==> src/rtl/lad_pkg.sv <==
// ----------------------------------------------------------------------------
// lad_pkg
// Shared widths and codes for the linear array double-ended queue.
// ----------------------------------------------------------------------------
package lad_pkg;

	localparam int FUNC_W = 3;
	localparam int ELEM_W = 32;
	localparam int POS_W  = 4;
	localparam int STAT_W = 3;
	localparam int CAP_W  = 4;

	typedef enum logic [FUNC_W-1:0] {
		FN_FRONT_INS = 3'd0,
		FN_FRONT_DEL = 3'd1,
		FN_REAR_INS  = 3'd2,
		FN_REAR_DEL  = 3'd3,
		FN_DISPLAY   = 3'd4
	} func_t;

	typedef enum logic [STAT_W-1:0] {
		ST_DONE    = 3'd0,
		ST_REFUSED = 3'd1,
		ST_FULL    = 3'd2,
		ST_EMPTY   = 3'd3,
		ST_ELEM    = 3'd4
	} status_t;

endpackage

==> src/rtl/lad_if.sv <==
// ----------------------------------------------------------------------------
// lad_cmd_if / lad_rsp_if
// Valid/ready channels for command items and result items.
// ----------------------------------------------------------------------------
interface lad_cmd_if;
	logic                              valid;
	logic                              ready;
	logic        [lad_pkg::FUNC_W-1:0] func;
	logic signed [lad_pkg::ELEM_W-1:0] value;

	modport source (output valid, output func, output value, input ready);
	modport sink (input valid, input func, input value, output ready);
endinterface

interface lad_rsp_if;
	logic                              valid;
	logic                              ready;
	logic        [lad_pkg::STAT_W-1:0] status;
	logic signed [lad_pkg::POS_W-1:0]  front_pos;
	logic signed [lad_pkg::POS_W-1:0]  rear_pos;
	logic signed [lad_pkg::ELEM_W-1:0] elem_value;
	logic                              last;

	modport source (output valid, output status, output front_pos, output rear_pos,
		output elem_value, output last, input ready);
	modport sink (input valid, input status, input front_pos, input rear_pos,
		input elem_value, input last, output ready);
endinterface

==> src/rtl/lad_ram.sv <==
// ----------------------------------------------------------------------------
// lad_ram
// Generic simple dual-port RAM: one write port, one registered read port.
// ----------------------------------------------------------------------------
module lad_ram #(
	parameter int WIDTH = 32,
	parameter int DEPTH = 8
) (
	input  logic                                      clk,
	input  logic                                      we,
	input  logic [(DEPTH > 1 ? $clog2(DEPTH) : 1)-1:0] waddr,
	input  logic [WIDTH-1:0]                          wdata,
	input  logic                                      re,
	input  logic [(DEPTH > 1 ? $clog2(DEPTH) : 1)-1:0] raddr,
	output logic [WIDTH-1:0]                          rdata
);

	logic [WIDTH-1:0] mem [DEPTH];

	always_ff @(posedge clk) begin
		if (we) begin
			mem[waddr] <= wdata;
		end
		// Read data holds until the next read is issued.
		if (re) begin
			rdata <= mem[raddr];
		end
	end

endmodule

==> src/rtl/linear_array_deque_top.sv <==
// ----------------------------------------------------------------------------
// linear_array_deque_top
// Linear (non-circular) double-ended queue kept in a RAM, with front and
// rear indices that both read -1 while the queue is empty.
// ----------------------------------------------------------------------------
//  channel   dir  handshake      payload
//  cmd       in   valid/ready    func, value
//  rsp       out  valid/ready    status, front_pos, rear_pos, elem_value, last
//  cfg       in   cfg_we         cfg_wdata (capacity)
//
// Insert, delete and empty display each give one item on rsp.
// A display of n elements goes through the accept, the first RAM read in
// S_READ, then S_SHOW with one element a cycle through the registered read
// port while rsp is not stalled. A stall on rsp holds the RAM read data and the
// walk pointer, and holds cmd.ready low while a result item waits.
// Reset sets both indices to -1 and capacity to 8; the RAM is not cleared.
// ----------------------------------------------------------------------------
module linear_array_deque_top #(
	parameter int DEPTH = 8
) (
	input  logic                       clk,
	input  logic                       arst_n,
	lad_cmd_if.sink                    cmd,
	lad_rsp_if.source                  rsp,
	input  logic                       cfg_we,
	input  logic [lad_pkg::CAP_W-1:0]  cfg_wdata
);

	localparam int AW = (DEPTH > 1) ? $clog2(DEPTH) : 1;
	localparam int IW = $clog2(DEPTH + 1) + 1;
	localparam int CW = (IW > lad_pkg::CAP_W) ? IW : lad_pkg::CAP_W;

	typedef enum logic [1:0] {
		S_IDLE,
		S_READ,
		S_SHOW
	} state_t;

	state_t                            state_q;
	logic signed [IW-1:0]              front_q;
	logic signed [IW-1:0]              rear_q;
	logic signed [IW-1:0]              ptr_q;
	logic [lad_pkg::CAP_W-1:0]         capacity_q;

	logic                              out_valid_q;
	lad_pkg::status_t                  status_q;
	logic signed [lad_pkg::ELEM_W-1:0] elem_q;
	logic                              last_q;

	logic                              can_load;
	logic                              accept;
	lad_pkg::func_t                    func;
	logic                              empty;
	logic [CW-1:0]                     cap_w;
	logic signed [IW-1:0]              rear_inc;
	logic signed [IW-1:0]              front_dec;
	logic                              rear_full;
	logic                              ptr_last;

	logic                              ram_we;
	logic [AW-1:0]                     ram_waddr;
	logic                              ram_re;
	logic [AW-1:0]                     ram_raddr;
	logic [lad_pkg::ELEM_W-1:0]        ram_rdata;

	assign can_load  = !out_valid_q || rsp.ready;
	assign cmd.ready = (state_q == S_IDLE) && can_load;
	assign accept    = cmd.valid && cmd.ready;
	assign func      = lad_pkg::func_t'(cmd.func);

	assign empty     = (front_q == -IW'(1));
	assign rear_inc  = rear_q + IW'(1);
	assign front_dec = front_q - IW'(1);
	assign cap_w     = (CW'(capacity_q) > CW'(DEPTH)) ? CW'(DEPTH) : CW'(capacity_q);
	// rear_inc is never negative, so its magnitude bits compare as unsigned.
	assign rear_full = CW'(rear_inc[IW-2:0]) >= cap_w;
	assign ptr_last  = (ptr_q == rear_q);

	// A rear insert into an empty queue lands in slot 0, which is rear + 1 as well.
	always_comb begin
		ram_we    = 1'b0;
		ram_waddr = rear_inc[AW-1:0];
		if (accept && func == lad_pkg::FN_FRONT_INS && front_q > 0) begin
			ram_we    = 1'b1;
			ram_waddr = front_dec[AW-1:0];
		end else if (accept && func == lad_pkg::FN_REAR_INS && !rear_full) begin
			ram_we    = 1'b1;
			ram_waddr = rear_inc[AW-1:0];
		end
	end

	always_comb begin
		ram_re    = 1'b0;
		ram_raddr = ptr_q[AW-1:0];
		if (state_q == S_READ) begin
			ram_re = 1'b1;
		end else if (state_q == S_SHOW && can_load && !ptr_last) begin
			ram_re    = 1'b1;
			ram_raddr = AW'(ptr_q + IW'(1));
		end
	end

	lad_ram #(
		.WIDTH (lad_pkg::ELEM_W),
		.DEPTH (DEPTH)
	) u_slots (
		.clk   (clk),
		.we    (ram_we),
		.waddr (ram_waddr),
		.wdata (cmd.value),
		.re    (ram_re),
		.raddr (ram_raddr),
		.rdata (ram_rdata)
	);

	always_ff @(posedge clk or negedge arst_n) begin
		if (!arst_n) begin
			state_q     <= S_IDLE;
			front_q     <= -IW'(1);
			rear_q      <= -IW'(1);
			ptr_q       <= '0;
			capacity_q  <= lad_pkg::CAP_W'(8);
			out_valid_q <= 1'b0;
			status_q    <= lad_pkg::ST_DONE;
			elem_q      <= '0;
			last_q      <= 1'b0;
		end else begin
			if (cfg_we) begin
				capacity_q <= cfg_wdata;
			end
			if (out_valid_q && rsp.ready) begin
				out_valid_q <= 1'b0;
			end

			unique case (state_q)
				S_IDLE: begin
					if (accept) begin
						elem_q <= '0;
						last_q <= 1'b1;
						unique case (func)
							lad_pkg::FN_FRONT_INS: begin
								out_valid_q <= 1'b1;
								if (front_q > 0) begin
									front_q  <= front_dec;
									status_q <= lad_pkg::ST_DONE;
								end else begin
									status_q <= lad_pkg::ST_REFUSED;
								end
							end
							lad_pkg::FN_FRONT_DEL, lad_pkg::FN_REAR_DEL: begin
								out_valid_q <= 1'b1;
								status_q    <= lad_pkg::ST_DONE;
								if (empty) begin
									status_q <= lad_pkg::ST_EMPTY;
								end else if (front_q == rear_q) begin
									front_q <= -IW'(1);
									rear_q  <= -IW'(1);
								end else if (func == lad_pkg::FN_FRONT_DEL) begin
									front_q <= front_q + IW'(1);
								end else begin
									rear_q <= rear_q - IW'(1);
								end
							end
							lad_pkg::FN_REAR_INS: begin
								out_valid_q <= 1'b1;
								if (rear_full) begin
									status_q <= lad_pkg::ST_FULL;
								end else begin
									status_q <= lad_pkg::ST_DONE;
									rear_q   <= rear_inc;
									if (empty) begin
										front_q <= '0;
									end
								end
							end
							lad_pkg::FN_DISPLAY: begin
								if (empty) begin
									out_valid_q <= 1'b1;
									status_q    <= lad_pkg::ST_EMPTY;
								end else begin
									ptr_q   <= front_q;
									state_q <= S_READ;
								end
							end
							default: begin
							end
						endcase
					end
				end
				S_READ: begin
					state_q <= S_SHOW;
				end
				S_SHOW: begin
					if (can_load) begin
						out_valid_q <= 1'b1;
						status_q    <= lad_pkg::ST_ELEM;
						elem_q      <= ram_rdata;
						last_q      <= ptr_last;
						if (ptr_last) begin
							state_q <= S_IDLE;
						end else begin
							ptr_q <= ptr_q + IW'(1);
						end
					end
				end
				default: begin
					state_q <= S_IDLE;
				end
			endcase
		end
	end

	assign rsp.valid      = out_valid_q;
	assign rsp.status     = status_q;
	assign rsp.front_pos  = lad_pkg::POS_W'(front_q);
	assign rsp.rear_pos   = lad_pkg::POS_W'(rear_q);
	assign rsp.elem_value = elem_q;
	assign rsp.last       = last_q;

endmodule

==> src/flat_wrapper.sv <==
// flat-port wrapper written by rule: the top's interface ports become plain ports
module linear_array_deque_top_flat 
#(
	parameter int DEPTH = 8
)
  (clk, arst_n, cfg_we, cfg_wdata, cmd_valid, cmd_func, cmd_value, cmd_ready, rsp_valid, rsp_status, rsp_front_pos, rsp_rear_pos, rsp_elem_value, rsp_last, rsp_ready);
  lad_cmd_if cmd_i ();
  lad_rsp_if rsp_i ();
  input  logic clk;
  input  logic arst_n;
  input  logic cfg_we;
  input  logic [lad_pkg::CAP_W-1:0] cfg_wdata;
  input wire logic [$bits(cmd_i.valid)-1:0] cmd_valid;
  input wire logic [$bits(cmd_i.func)-1:0] cmd_func;
  input wire logic [$bits(cmd_i.value)-1:0] cmd_value;
  output wire logic [$bits(cmd_i.ready)-1:0] cmd_ready;
  output wire logic [$bits(rsp_i.valid)-1:0] rsp_valid;
  output wire logic [$bits(rsp_i.status)-1:0] rsp_status;
  output wire logic [$bits(rsp_i.front_pos)-1:0] rsp_front_pos;
  output wire logic [$bits(rsp_i.rear_pos)-1:0] rsp_rear_pos;
  output wire logic [$bits(rsp_i.elem_value)-1:0] rsp_elem_value;
  output wire logic [$bits(rsp_i.last)-1:0] rsp_last;
  input wire logic [$bits(rsp_i.ready)-1:0] rsp_ready;
  assign cmd_i.valid = cmd_valid;
  assign cmd_i.func = cmd_func;
  assign cmd_i.value = cmd_value;
  assign cmd_ready = cmd_i.ready;
  assign rsp_valid = rsp_i.valid;
  assign rsp_status = rsp_i.status;
  assign rsp_front_pos = rsp_i.front_pos;
  assign rsp_rear_pos = rsp_i.rear_pos;
  assign rsp_elem_value = rsp_i.elem_value;
  assign rsp_last = rsp_i.last;
  assign rsp_i.ready = rsp_ready;
  linear_array_deque_top #(.DEPTH(DEPTH)) u_core (.clk(clk), .arst_n(arst_n), .cmd(cmd_i), .rsp(rsp_i), .cfg_we(cfg_we), .cfg_wdata(cfg_wdata));
endmodule
==> config.mk <==
export PLATFORM = sky130hd
export DESIGN_NAME = linear_array_deque_top_flat
export DESIGN_NICKNAME = d
export VERILOG_FILES = /design/src/rtl/lad_pkg.sv /design/src/rtl/lad_if.sv /design/src/rtl/lad_ram.sv /design/src/rtl/linear_array_deque_top.sv /design/src/flat_wrapper.sv
export SDC_FILE = /design/constraint.sdc
export NUM_CORES = 1
export LEC_CHECK = 0
export BUFFER_PORTS_ARGS = -buffer_cell sky130_fd_sc_hd__clkbuf_2
export CELL_PAD_IN_SITES_DETAIL_PLACEMENT = 0
export CELL_PAD_IN_SITES_GLOBAL_PLACEMENT = 1
export CORE_ASPECT_RATIO = 2
export CORE_MARGIN = 1.5
export CORE_UTILIZATION = 45
export DETAILED_ROUTE_END_ITERATION = 10
export GPL_TIMING_DRIVEN = 0
export PLACE_DENSITY = 0.76
export REMOVE_ABC_BUFFERS = 1
export SLEW_MARGIN = 20
export SYNTH_ARGS = -nofsm -noshare
export SYNTH_HDL_FRONTEND = slang
export SYNTH_SLANG_ARGS = --single-unit
export TNS_END_PERCENT = 20
==> constraint.sdc <==
create_clock -name clk -period 5.4 [get_ports clk]
set_input_delay 0.27 -clock clk [delete_from_list [all_inputs] [get_ports clk]]
set_output_delay 0.27 -clock clk [all_outputs]
set_load 0.005 [all_outputs]
==> flow_metrics.py, run 1 <==
metrics = {
    "outcome": {
        "status": "finished clean",
    },
    "logic_synthesis": {
        "ys.warnings.count": 0,
        "avgSynthCellArea_sq_um": 12.4,
        "ys_top_cells_by_area": "edfxtp_1 53%, dfrtp_1 7.3%, a22o_1 5.3%",
        "async_flop_share_pct": 16.8,
        "synth_top_area_cell": "edfxtp_1",
        "ys_top_cells_by_count": "288 x edfxtp_1, 151 x nand2_1, 100 x nand3_1, 98 x a22o_1, 86 x o21ai_0",
        "ys_ff_latch": 346,
        "yosysMostFrequentCell": "edfxtp_1",
        "synth.cell_area_sq_um": 16200,
        "synth-main-ff-cell": "edfxtp_1",
        "yosysUniqueCellTypes": 59,
        "yosysTopAreaCellShare_pct": 53.3,
        "ys_seq_area_share_pct": 62.4,
        "synth_edf_count": 288,
        "postSynthCellCount": 1305,
    },
    "clocking": {
        "ctsRootBufferMaster": "clkbuf_16",
        "h-tree-depth": 1,
        "worstSkewPairLatency_ns": 0.58,
        "cts-resized-gates": 0,
        "clockBufferDepth": 3,
        "cts_setup_buffers": 0,
        "clock-sinks": 346,
        "hold_buffers": 35,
        "clk_pin_slew_ns": 0.07,
        "cts_buffers": 31,
        "cts_tree": "done",
    },
    "power_and_ir_drop": {
        "power_density_nw_per_um2": 599,
        "ir_drop_v": 0.000349,
        "power_leakage_uw": 0.00697,
    },
    "drt": {
        "viasPerCell": 6.22,
        "ant_nets": 0,
        "finalWirelength_mm": 43.5,
        "avgRoutedWirePerCell_microns": 23.2,
        "vias": 11700,
        "drtIter0Drc": 1053,
        "firstDrtPassIters": 6,
        "drc": 0,
    },
    "layout": {
        "final.fill_count": 2922,
        "post-route-util_pct": 54.2,
        "seq_area_sq_um": 10100,
        "finalNetCount": 1454,
        "multi_input_area_sq_um": 5730,
        "finalNonFillerCells": 1874,
        "final_area_sq_um": 19300,
        "drive_gt1_share_pct": 18.4,
        "syn_to_final_growth_pct": 19.2,
        "antenna_cells": 0,
    },
    "sta": {
        "timing.final.ws_setup_ns": 1.33,
        "fin_skew_ns": 0.00977,
        "tightest_slew_ns": 1.00,
        "max_freq_mhz": 246,
        "setup_violations": 0,
        "rsz0062_at_grt": "no",
        "fin_crit_ns": 4.07,
        "period_share_pct": 75.3,
        "hold_viol_final": 0,
        "fin_hold_ws_ns": 0.0284,
        "slew_viol_final": 0,
        "max_slew_margin_pct": 33.1,
    },
    "min_path": {
        "hold_start": "cmd_value[26]",
        "worstHoldPathCells": 1,
        "min_to": "u_core.u_slots.mem[7][26]",
        "hold_class": "in2reg",
    },
    "placement": {
        "port_buffers": 89,
        "place_inst": 1782,
        "dpl_cell_area_sq_um": 18000,
        "dpl.hpwl_mm": 27.5,
        "gp_congestion": 0.846,
        "pre_cts_slack_ns": 1.37,
    },
    "critical_path": {
        "cp.arrival_ns": 4.42,
        "worst_r2r_path_depth": 10,
        "rrSetupSlack_ns": 1.33,
        "cp-start-kind": "flop",
        "r2r_end": "u_core.u_slots.rdata[23]",
        "worstPathRequired_ns": 5.76,
        "crit_path_end_kind": "flop",
        "critPathMaxFanout": 73,
        "reg2reg_from": "u_core.ptr_q[0]",
        "critPathKind": "reg2reg",
    },
    "global_route": {
        "track_usage_pct": 23.4,
        "grt_max_degree": 74,
        "antenna_found_initial": 0,
        "grt.overflow.total": 0,
        "grt_pass1_vias": 11700,
        "grt_first_pass_wirelength_mm": 66.4,
    },
    "run": {
        "max_cap_violations": 0,
    },
    "floorplanning": {
        "die_h_microns": 271,
        "start_util_pct": 45.4,
        "fp-row-count": 98,
        "coreArea_sq_um": 35700,
        "io_pins": 90,
        "die_area_sq_um": 37300,
        "die_x_microns": 137,
    },
}
power breakdown:
group          switching, uW  leakage, uW  total (uW)  internal, uW
logic                   3150      0.00316        5540          2390
registers                370      0.00331        3800          3430
clock network            996     0.000497        2230          1230
total                   4520      0.00697       11600          7050
metal layers:
| metal | part of all wire, % | vias up | GRT usage [%] | wire [microns] |
|---|---|---|---|---|
| met4 | 4.0 | 0 | 10.3 | 1730 |
| met3 | 5.6 | 106 | 2.73 | 2450 |
| met1 | 38 | 5851 | 27.9 | 16600 |
| li1 | - | 5261 | - | - |
| met2 | 52 | 437 | 41.7 | 22700 |
| met5 | 0 | - | 0 | 0 |
critical path: stages, from the launching register on:
cell      delay, ns
dfrtp_4        0.94
buf_16         0.34
xnor2_1        0.19
o221a_2        0.38
a21boi_4       0.19
xnor2_4        0.63
buf_16         0.24
buf_16         0.18
mux2i_1        0.08
a22o_1         0.25
a211oi_2       0.35
area by class of cell:
cell class | count | share of cell area, %
tap | 450 | 2.91
timing repair buffer | 172 | 9.57
multi-input combinational | 835 | 29.6
clock inverter | 19 | 0.991
sequential | 346 | 52.4
inverter | 14 | 0.272
clock buffer | 38 | 4.25
flip-flops by register name (all words and copies together) (netlist names):
name and cells:
u_core.rsp.last 1, u_core.rear_q 5, u_core.front_q 5, u_core.capacity_q 4, u_core.rsp.elem_value 32, u_core.u_slots.rdata 32, u_core.state_q 2, u_core.rsp.valid 1
u_core.ptr_q 5, u_core.u_slots.mem 256, u_core.rsp.status 3
worst max path at each step:
stage,from,to,slack (ns),cells past startpoint
6_report,u_core.ptr_q[0],u_core.u_slots.rdata[23],1.33,10
2_1_floorplan,u_core.rear_q[3],u_core.u_slots.rdata[0],-1.42,5
3_5_place_dp,u_core.ptr_q[0],u_core.u_slots.rdata[23],1.37,10
3_3_place_gp,u_core.rear_q[3],u_core.u_slots.rdata[23],-8.58,5
5_1_grt,u_core.ptr_q[0],u_core.u_slots.rdata[23],1.22,10
4_1_cts,u_core.ptr_q[0],u_core.u_slots.rdata[23],1.31,10
stage by stage:
step,power (uW),TNS (ns)
after floorplan,7060,-44.91
after global placement,8720,-394.71
after detailed placement,9380,0
after CTS,11600,0
after global routing,12200,0
final,11600,0
placed cells by master, fill, tap and decap left out, types with 4 or more instances in the layout:
master         count
a22o_1            98
nor2_1            21
a211oi_2          28
nand3_1          100
xor2_1             6
mux2_2             5
ha_1              10
a211oi_1           7
a31oi_1           37
dfrtp_1           46
o21ai_0           86
mux2i_1           66
o211ai_1           4
clkbuf_2          88
clkbuf_16         31
a21oi_1           24
buf_16            30
nand2_1          151
a21boi_0          32
nor2b_1            9
nor3_1            40
or2_2              5
dfstp_2           11
xnor2_1            9
nand2b_1           7
buf_6              8
a222oi_1          32
clkinv_2           7
buf_4              4
clkbuf_1           5
inv_1             14
nor2_4            10
dlygate4sd3_1     35
edfxtp_1         288
kinds of logic (layout without fill, tap and decap cells):
group / after synthesis / after routing / synth area share, %
AO/OA/AOI/OAI: 381 / 381 / 18.1
AND/OR/NAND/NOR: 357 / 357 / 10.0
flip-flops: 346 / 346 / 62.4
buffers and inverters: 124 / 243 / 3.36
multiplexers: 71 / 71 / 4.42
XOR/XNOR: 16 / 16 / 0.980
adder cells (fa/ha/maj): 10 / 10 / 0.772
Power figures use the tool's default switching activity.
==> run 2: changes to the inputs <==
--- a/config.mk
+++ b/config.mk
@@ -13,7 +13,7 @@
 export CORE_UTILIZATION = 45
 export DETAILED_ROUTE_END_ITERATION = 10
 export GPL_TIMING_DRIVEN = 0
-export PLACE_DENSITY = 0.76
+export PLACE_DENSITY = 0.78
 export REMOVE_ABC_BUFFERS = 1
 export SLEW_MARGIN = 20
 export SYNTH_ARGS = -nofsm -noshare
==> constraint.sdc (replaced) <==
create_clock -name clk -period 3.3 [get_ports clk]
set_input_delay 0.165 -clock clk [delete_from_list [all_inputs] [get_ports clk]]
set_output_delay 0.165 -clock clk [all_outputs]
set_load 0.005 [all_outputs]
==> run 2 against run 1 <==
Against the previous run: via count rose by 2.5%; count of clock-buffer cells in the layout rose by 4; global-route usage rose by 0.65 points; core utilization rose by 1.1 points; non-clock buffer count rose by 28; combinational power rose by 70%; clock skew rose by 0.0033 ns; sequential share of layout area fell by 1.0 points; register-to-register slack got worse by 1.3 ns; design area rose by 2.0%; clock power rose by 58%.
==> flow_metrics.py, run 2 (synthesized netlist as in run 1, its figures left out) <==
metrics = {
    "outcome": {
        "status": "finished clean",
    },
    "sta": {
        "finalSetupTns_ns": 0,
        "max_freq_mhz": 310,
        "fin_crit_ns": 3.22,
        "slew_viol_final": 0,
        "hold_viol_final": 0,
        "fin_skew_ns": 0.0131,
        "fin_hold_ws_ns": 0.0275,
        "max_slew_margin_pct": 44.4,
        "tightest_slew_ns": 0.828,
        "setup_violations": 0,
        "rsz0062_at_grt": "no",
        "period_share_pct": 97.7,
    },
    "floorplanning": {
        "io_pins": 90,
        "die_area_sq_um": 37300,
        "start_util_pct": 45.4,
        "fp-row-count": 98,
        "die_h_microns": 271,
        "coreArea_sq_um": 35700,
        "die_x_microns": 137,
    },
    "critical_path": {
        "worstPathRequired_ns": 3.65,
        "slowest_delay_ns": 0.72,
        "critical_path_buf_inv_count": 4,
        "crit_top_cell": "buf_4",
        "cp.arrival_ns": 3.57,
        "cp_top_family": "buffers and inverters",
        "path_cells": "xor2_1 -> nor2_1 -> a2111oi_4 -> buf_4 -> buf_4 -> buf_4 -> buf_6 -> a222oi_1 -> a211oi_2",
        "critPathMaxFanout": 14,
        "crit_path_end_kind": "flop",
        "cpMaxStageDelayCell": "dfstp_4",
        "critPathKind": "reg2reg",
        "cp-start-kind": "flop",
    },
    "layout": {
        "layout_common_cells": "288 x edfxtp_1, 151 x nand2_1, 100 x nand3_1, 98 x a22o_1, 88 x clkbuf_2",
        "final_common_cell": "edfxtp_1",
        "drive_gt1_share_pct": 20.4,
        "largest_reg_flops": 256,
        "post-route-util_pct": 55.2,
        "top_register": "u_core.u_slots.mem",
        "syn_to_final_growth_pct": 21.6,
        "antenna_cells": 0,
        "final_area_sq_um": 19700,
        "finalNetCount": 1482,
    },
    "power_and_ir_drop": {
        "seq_power_share_pct": 32.2,
        "pwr-share-clk_pct": 18.5,
        "ir_drop_v": 0.000533,
        "net-switching-power_uw": 7490,
        "power_leakage_uw": 0.00713,
        "power_density_nw_per_um2": 970,
        "p_comb_share_pct": 49.3,
        "switching_share_pct": 39.2,
        "p_int_uw": 11600,
    },
    "global_route": {
        "grt_first_pass_wirelength_mm": 68.0,
        "antenna_found_initial": 0,
        "grt.overflow.total": 0,
        "grt_pass1_vias": 11900,
        "track_usage_pct": 24.0,
        "grt_max_degree": 65,
    },
    "drt": {
        "viasPerCell": 6.28,
        "finalWirelength_mm": 44.8,
        "drtIter0Drc": 1166,
        "drc": 0,
        "avgRoutedWirePerCell_microns": 23.5,
        "vias": 11900,
        "ant_nets": 0,
        "firstDrtPassIters": 9,
    },
    "placement": {
        "gp_congestion": 0.866,
        "dpl.hpwl_mm": 27.9,
        "port_buffers": 89,
        "dpl_cell_area_sq_um": 18000,
    },
    "clocking": {
        "clock-sinks": 346,
        "clockBufferDepth": 3,
        "ctsRootBufferMaster": "clkbuf_16",
        "clk_pin_slew_ns": 0.07,
        "worstSkewPairLatency_ns": 0.57,
        "cts_buffers": 30,
        "cts_tree": "done",
        "h-tree-depth": 1,
    },
    "run": {
        "max_cap_violations": 0,
    },
    "min_path": {
        "hold_class": "in2async",
    },
}
## run 2: power by group through the flow
stage          clock, uW  combinational [uW]  sequential (uW)
2_1_floorplan          0                5380             6180
4_1_cts             3590                9390             6140
6_report            3530                9430             6150
5_1_grt             3760               10100             6230
3_3_place_gp           0                7420             6390
3_5_place_dp           0                9100             6240
## run 2: cell type report
class | instances | area [sq um]
clock buffers | 42 | 867
clock inverters | 14 | 128
fillers | 2888 | 16000
inverters | 14 | 52.6
multi-input cells | 836 | 5800
flip-flops and latches | 346 | 10100
well taps | 450 | 563
repair buffers | 200 | 2180
## run 2: path summary, 6_finish.rpt
path | cells past startpoint | startpoint | endpoint | slack (ns)
setup reg to reg | 9 | u_core.rear_q[2] | u_core.u_slots.rdata[6] | 0.08
min in group clk | 3 | cmd_func[2] | u_core.rsp.valid | 0.05
hold reg to reg | 1 | u_core.u_slots.rdata[29] | u_core.rsp.elem_value[29] | 0.47
setup / recovery | 9 | u_core.rear_q[2] | u_core.u_slots.rdata[6] | 0.08
max in group asynchronous | 3 | arst_n | u_core.capacity_q[3] | 2.66
hold / removal | 2 | arst_n | u_core.rsp.status[2] | 0.03
## run 2: repair_timing
action / in CTS / in global routing
pin swaps: 13 / 4
hold buffers: 38 / 0
buffers inserted: 21 / 3
endpoints found under the setup margin: 285 / 226
resized for setup: 6 / 6
endpoints found under the hold margin: 307 / 0
cloned: 1 / 0
## run 2: worst register-to-register path, stage by stage, from the launching register on
cell       delay [ns]
dfstp_4          0.72
xor2_1           0.35
nor2_1           0.20
a2111oi_4        0.36
buf_4            0.23
buf_4            0.23
buf_4            0.23
buf_6            0.18
a222oi_1         0.13
a211oi_2         0.38
## run 2: metal layers
metal  global-route usage [%]  vias to the layer above  routed length, microns
li1                         -                     5306                       -
met1                     28.3                     6031                   16500
met2                     42.7                      487                   23500
met3                     2.80                      119                    2680
met4                     11.7                        0                    2050
met5                        0                        -                       0
## run 2: stage by stage
step                      worst slack [ns]  power, uW  std cells
after floorplan                      -3.52      11600       1195
after global placement              -10.23      13800       1734
after detailed placement            -0.524      15300       1783
after CTS                          -0.0448      19100       1899
after global routing               0.00870      20100       1902
final                               0.0774      19100       1902
==> run 3: changes to the inputs <==
--- a/config.mk
+++ b/config.mk
@@ -15,6 +15,7 @@
 export GPL_TIMING_DRIVEN = 0
 export PLACE_DENSITY = 0.78
 export REMOVE_ABC_BUFFERS = 1
+export SETUP_SLACK_MARGIN = 0.3
 export SLEW_MARGIN = 20
 export SYNTH_ARGS = -nofsm -noshare
 export SYNTH_HDL_FRONTEND = slang
==> run 3 against run 2 <==
Against the previous run: the run now ends with negative hold slack left; die area unchanged; sequential share of layout area decreased by 0.89 points; power increased by 2.3%; critical path depth unchanged; clock power about the same; largest power group unchanged; routed wire length increased by 2.6%; worst setup slack improved by 0.22 ns; final cell count increased by 1.4%; combinational power increased by 5.4%; global-route usage increased by 0.12 points; critical endpoint unchanged; flip-flop and latch count unchanged; worst hold slack got worse by 0.045 ns.
==> flow_metrics.py, run 3 (synthesized netlist as in run 1, its figures left out) <==
metrics = {
    "outcome": {
        "status": "finished with violations",
        "violations": "negative hold slack",
    },
    "power_and_ir_drop": {
        "p_int_uw": 11900,
        "p_comb_share_pct": 50.8,
        "pwr-share-clk_pct": 18.1,
        "ir_drop_v": 0.000616,
        "seq_power_share_pct": 31.1,
        "power_leakage_uw": 0.00729,
        "power_density_nw_per_um2": 975,
        "switching_share_pct": 39.3,
        "net-switching-power_uw": 7680,
    },
    "drt": {
        "avgRoutedWirePerCell_microns": 23.8,
        "drtIter0Drc": 1083,
        "vias": 12200,
        "drc": 0,
        "firstDrtPassIters": 8,
        "ant_nets": 0,
        "finalWirelength_mm": 45.9,
        "viasPerCell": 6.30,
    },
    "global_route": {
        "use_met2_pct": 42.9,
        "grt_use_met3_pct": 2.91,
        "track_usage_pct": 24.1,
        "grt_pass1_vias": 11900,
        "grt_max_degree": 65,
        "antenna_found_initial": 0,
        "grt.met1_usage_pct": 28.3,
        "busiest_layer": "met2",
        "grt.overflow.total": 0,
        "grt_first_pass_wirelength_mm": 68.3,
    },
    "placement": {
        "gp_congestion": 0.866,
        "dpl.hpwl_mm": 27.9,
        "place_inst": 1783,
        "dpl_cell_area_sq_um": 18000,
        "port_buffers": 89,
    },
    "floorplanning": {
        "die_x_microns": 137,
        "start_util_pct": 45.4,
        "die_h_microns": 271,
        "fp-row-count": 98,
        "coreArea_sq_um": 35700,
        "die_area_sq_um": 37300,
        "io_pins": 90,
    },
    "critical_path": {
        "critPathKind": "reg2reg",
        "crit_path_end_kind": "flop",
        "critPathMaxFanout": 11,
        "cp.arrival_ns": 3.35,
        "cp-start-kind": "flop",
        "worstPathRequired_ns": 3.65,
    },
    "sta": {
        "fin_skew_ns": 0.0133,
        "max_freq_mhz": 333,
        "slew_viol_final": 0,
        "max_slew_margin_pct": 47.9,
        "fin_crit_ns": 3.00,
        "tightest_slew_ns": 0.778,
        "period_share_pct": 91.0,
        "rsz0062_at_grt": "yes",
        "fin_hold_ws_ns": -0.0179,
        "hold_viol_final": 1,
        "setup_violations": 0,
    },
    "layout": {
        "drive_gt1_share_pct": 23.0,
        "seq_area_sq_um": 10100,
        "top_register": "u_core.u_slots.mem",
        "syn_to_final_growth_pct": 23.7,
        "final_area_sq_um": 20100,
        "final_common_cell": "edfxtp_1",
        "final.fill_count": 2856,
        "post-route-util_pct": 56.2,
        "largest_reg_flops": 256,
        "multi_input_area_sq_um": 5900,
        "finalNetCount": 1509,
        "layout_common_cells": "288 x edfxtp_1, 151 x nand2_1, 100 x nand3_1, 98 x a22o_1, 88 x clkbuf_2",
        "finalNonFillerCells": 1929,
        "antenna_cells": 0,
    },
    "clocking": {
        "worstSkewPairLatency_ns": 0.57,
        "h-tree-depth": 1,
        "clockBufferDepth": 3,
        "cts_buffers": 30,
        "ctsRootBufferMaster": "clkbuf_16",
        "clk_pin_slew_ns": 0.07,
        "clock-sinks": 346,
        "cts_tree": "done",
    },
    "min_path": {
        "hold_class": "in2reg",
    },
    "run": {
        "max_cap_violations": 0,
    },
}
==> run 3: layout make-up <==
class | count | area share (%)
flip-flops and latches | 346 | 50.5
multi-input cells | 837 | 29.4
repair buffers | 226 | 12.1
clock buffers | 42 | 4.32
well taps | 450 | 2.81
clock inverters | 14 | 0.636
inverters | 14 | 0.262
==> run 3: power by group through the flow <==
stage	Sequential [uW]	Clock, uW	Combinational (uW)
2_1_floorplan	6180	0	5380
3_3_place_gp	6390	0	7420
3_5_place_dp	6240	0	9100
4_1_cts	6120	3590	9580
5_1_grt	6140	3760	10600
6_report	6080	3540	9940
==> run 3: metrics by stage <==
step	total power, uW	setup slack, ns	TNS [ns]
2_1_floorplan	11600	-3.52	-260.41
3_3_place_gp	13800	-10.23	-1096.43
3_5_place_dp	15300	-0.524	-88.44
4_1_cts	19300	0.224	0
5_1_grt	20500	0.246	0
6_report	19600	0.296	0
==> run 3: what timing repair did <==
action | CTS | global route
pin swaps | 17 | 11
buffers inserted | 27 | 22
resized for setup | 18 | 16
gates cloned | 1 | 2
endpoints found under the setup margin | 310 | 247
hold buffers | 38 | 0
endpoints found under the hold margin | 307 | 0
==> run 3: final timing paths <==
kind | endpoint | cells past startpoint | slack, ns | startpoint
worst max-delay path | u_core.u_slots.rdata[6] | 9 | 0.30 | u_core.ptr_q[3]
worst min-delay path | u_core.state_q[1] | 4 | -0.02 | rsp_ready
worst max register to register | u_core.u_slots.rdata[6] | 9 | 0.30 | u_core.ptr_q[3]
worst min register to register | u_core.rsp.elem_value[29] | 1 | 0.47 | u_core.u_slots.rdata[29]
max in group asynchronous | u_core.capacity_q[3] | 3 | 2.66 | arst_n
min in group asynchronous | u_core.rsp.status[2] | 2 | 0.03 | arst_n
==> run 3: critical path: stages, from the launching register on <==
cell	delay, ns
dfrtp_1	0.54
inv_1	0.17
o221a_4	0.34
a2111oi_4	0.39
buf_4	0.23
buf_4	0.22
buf_4	0.23
buf_6	0.18
a222oi_1	0.13
a211oi_2	0.35
==> run 3: layer usage <==
metal / vias up / wire, microns
met2: 536 / 23700
met4: 0 / 2340
li1: 5363 / -
met1: 6123 / 17100
met3: 135 / 2780
met5: - / 0
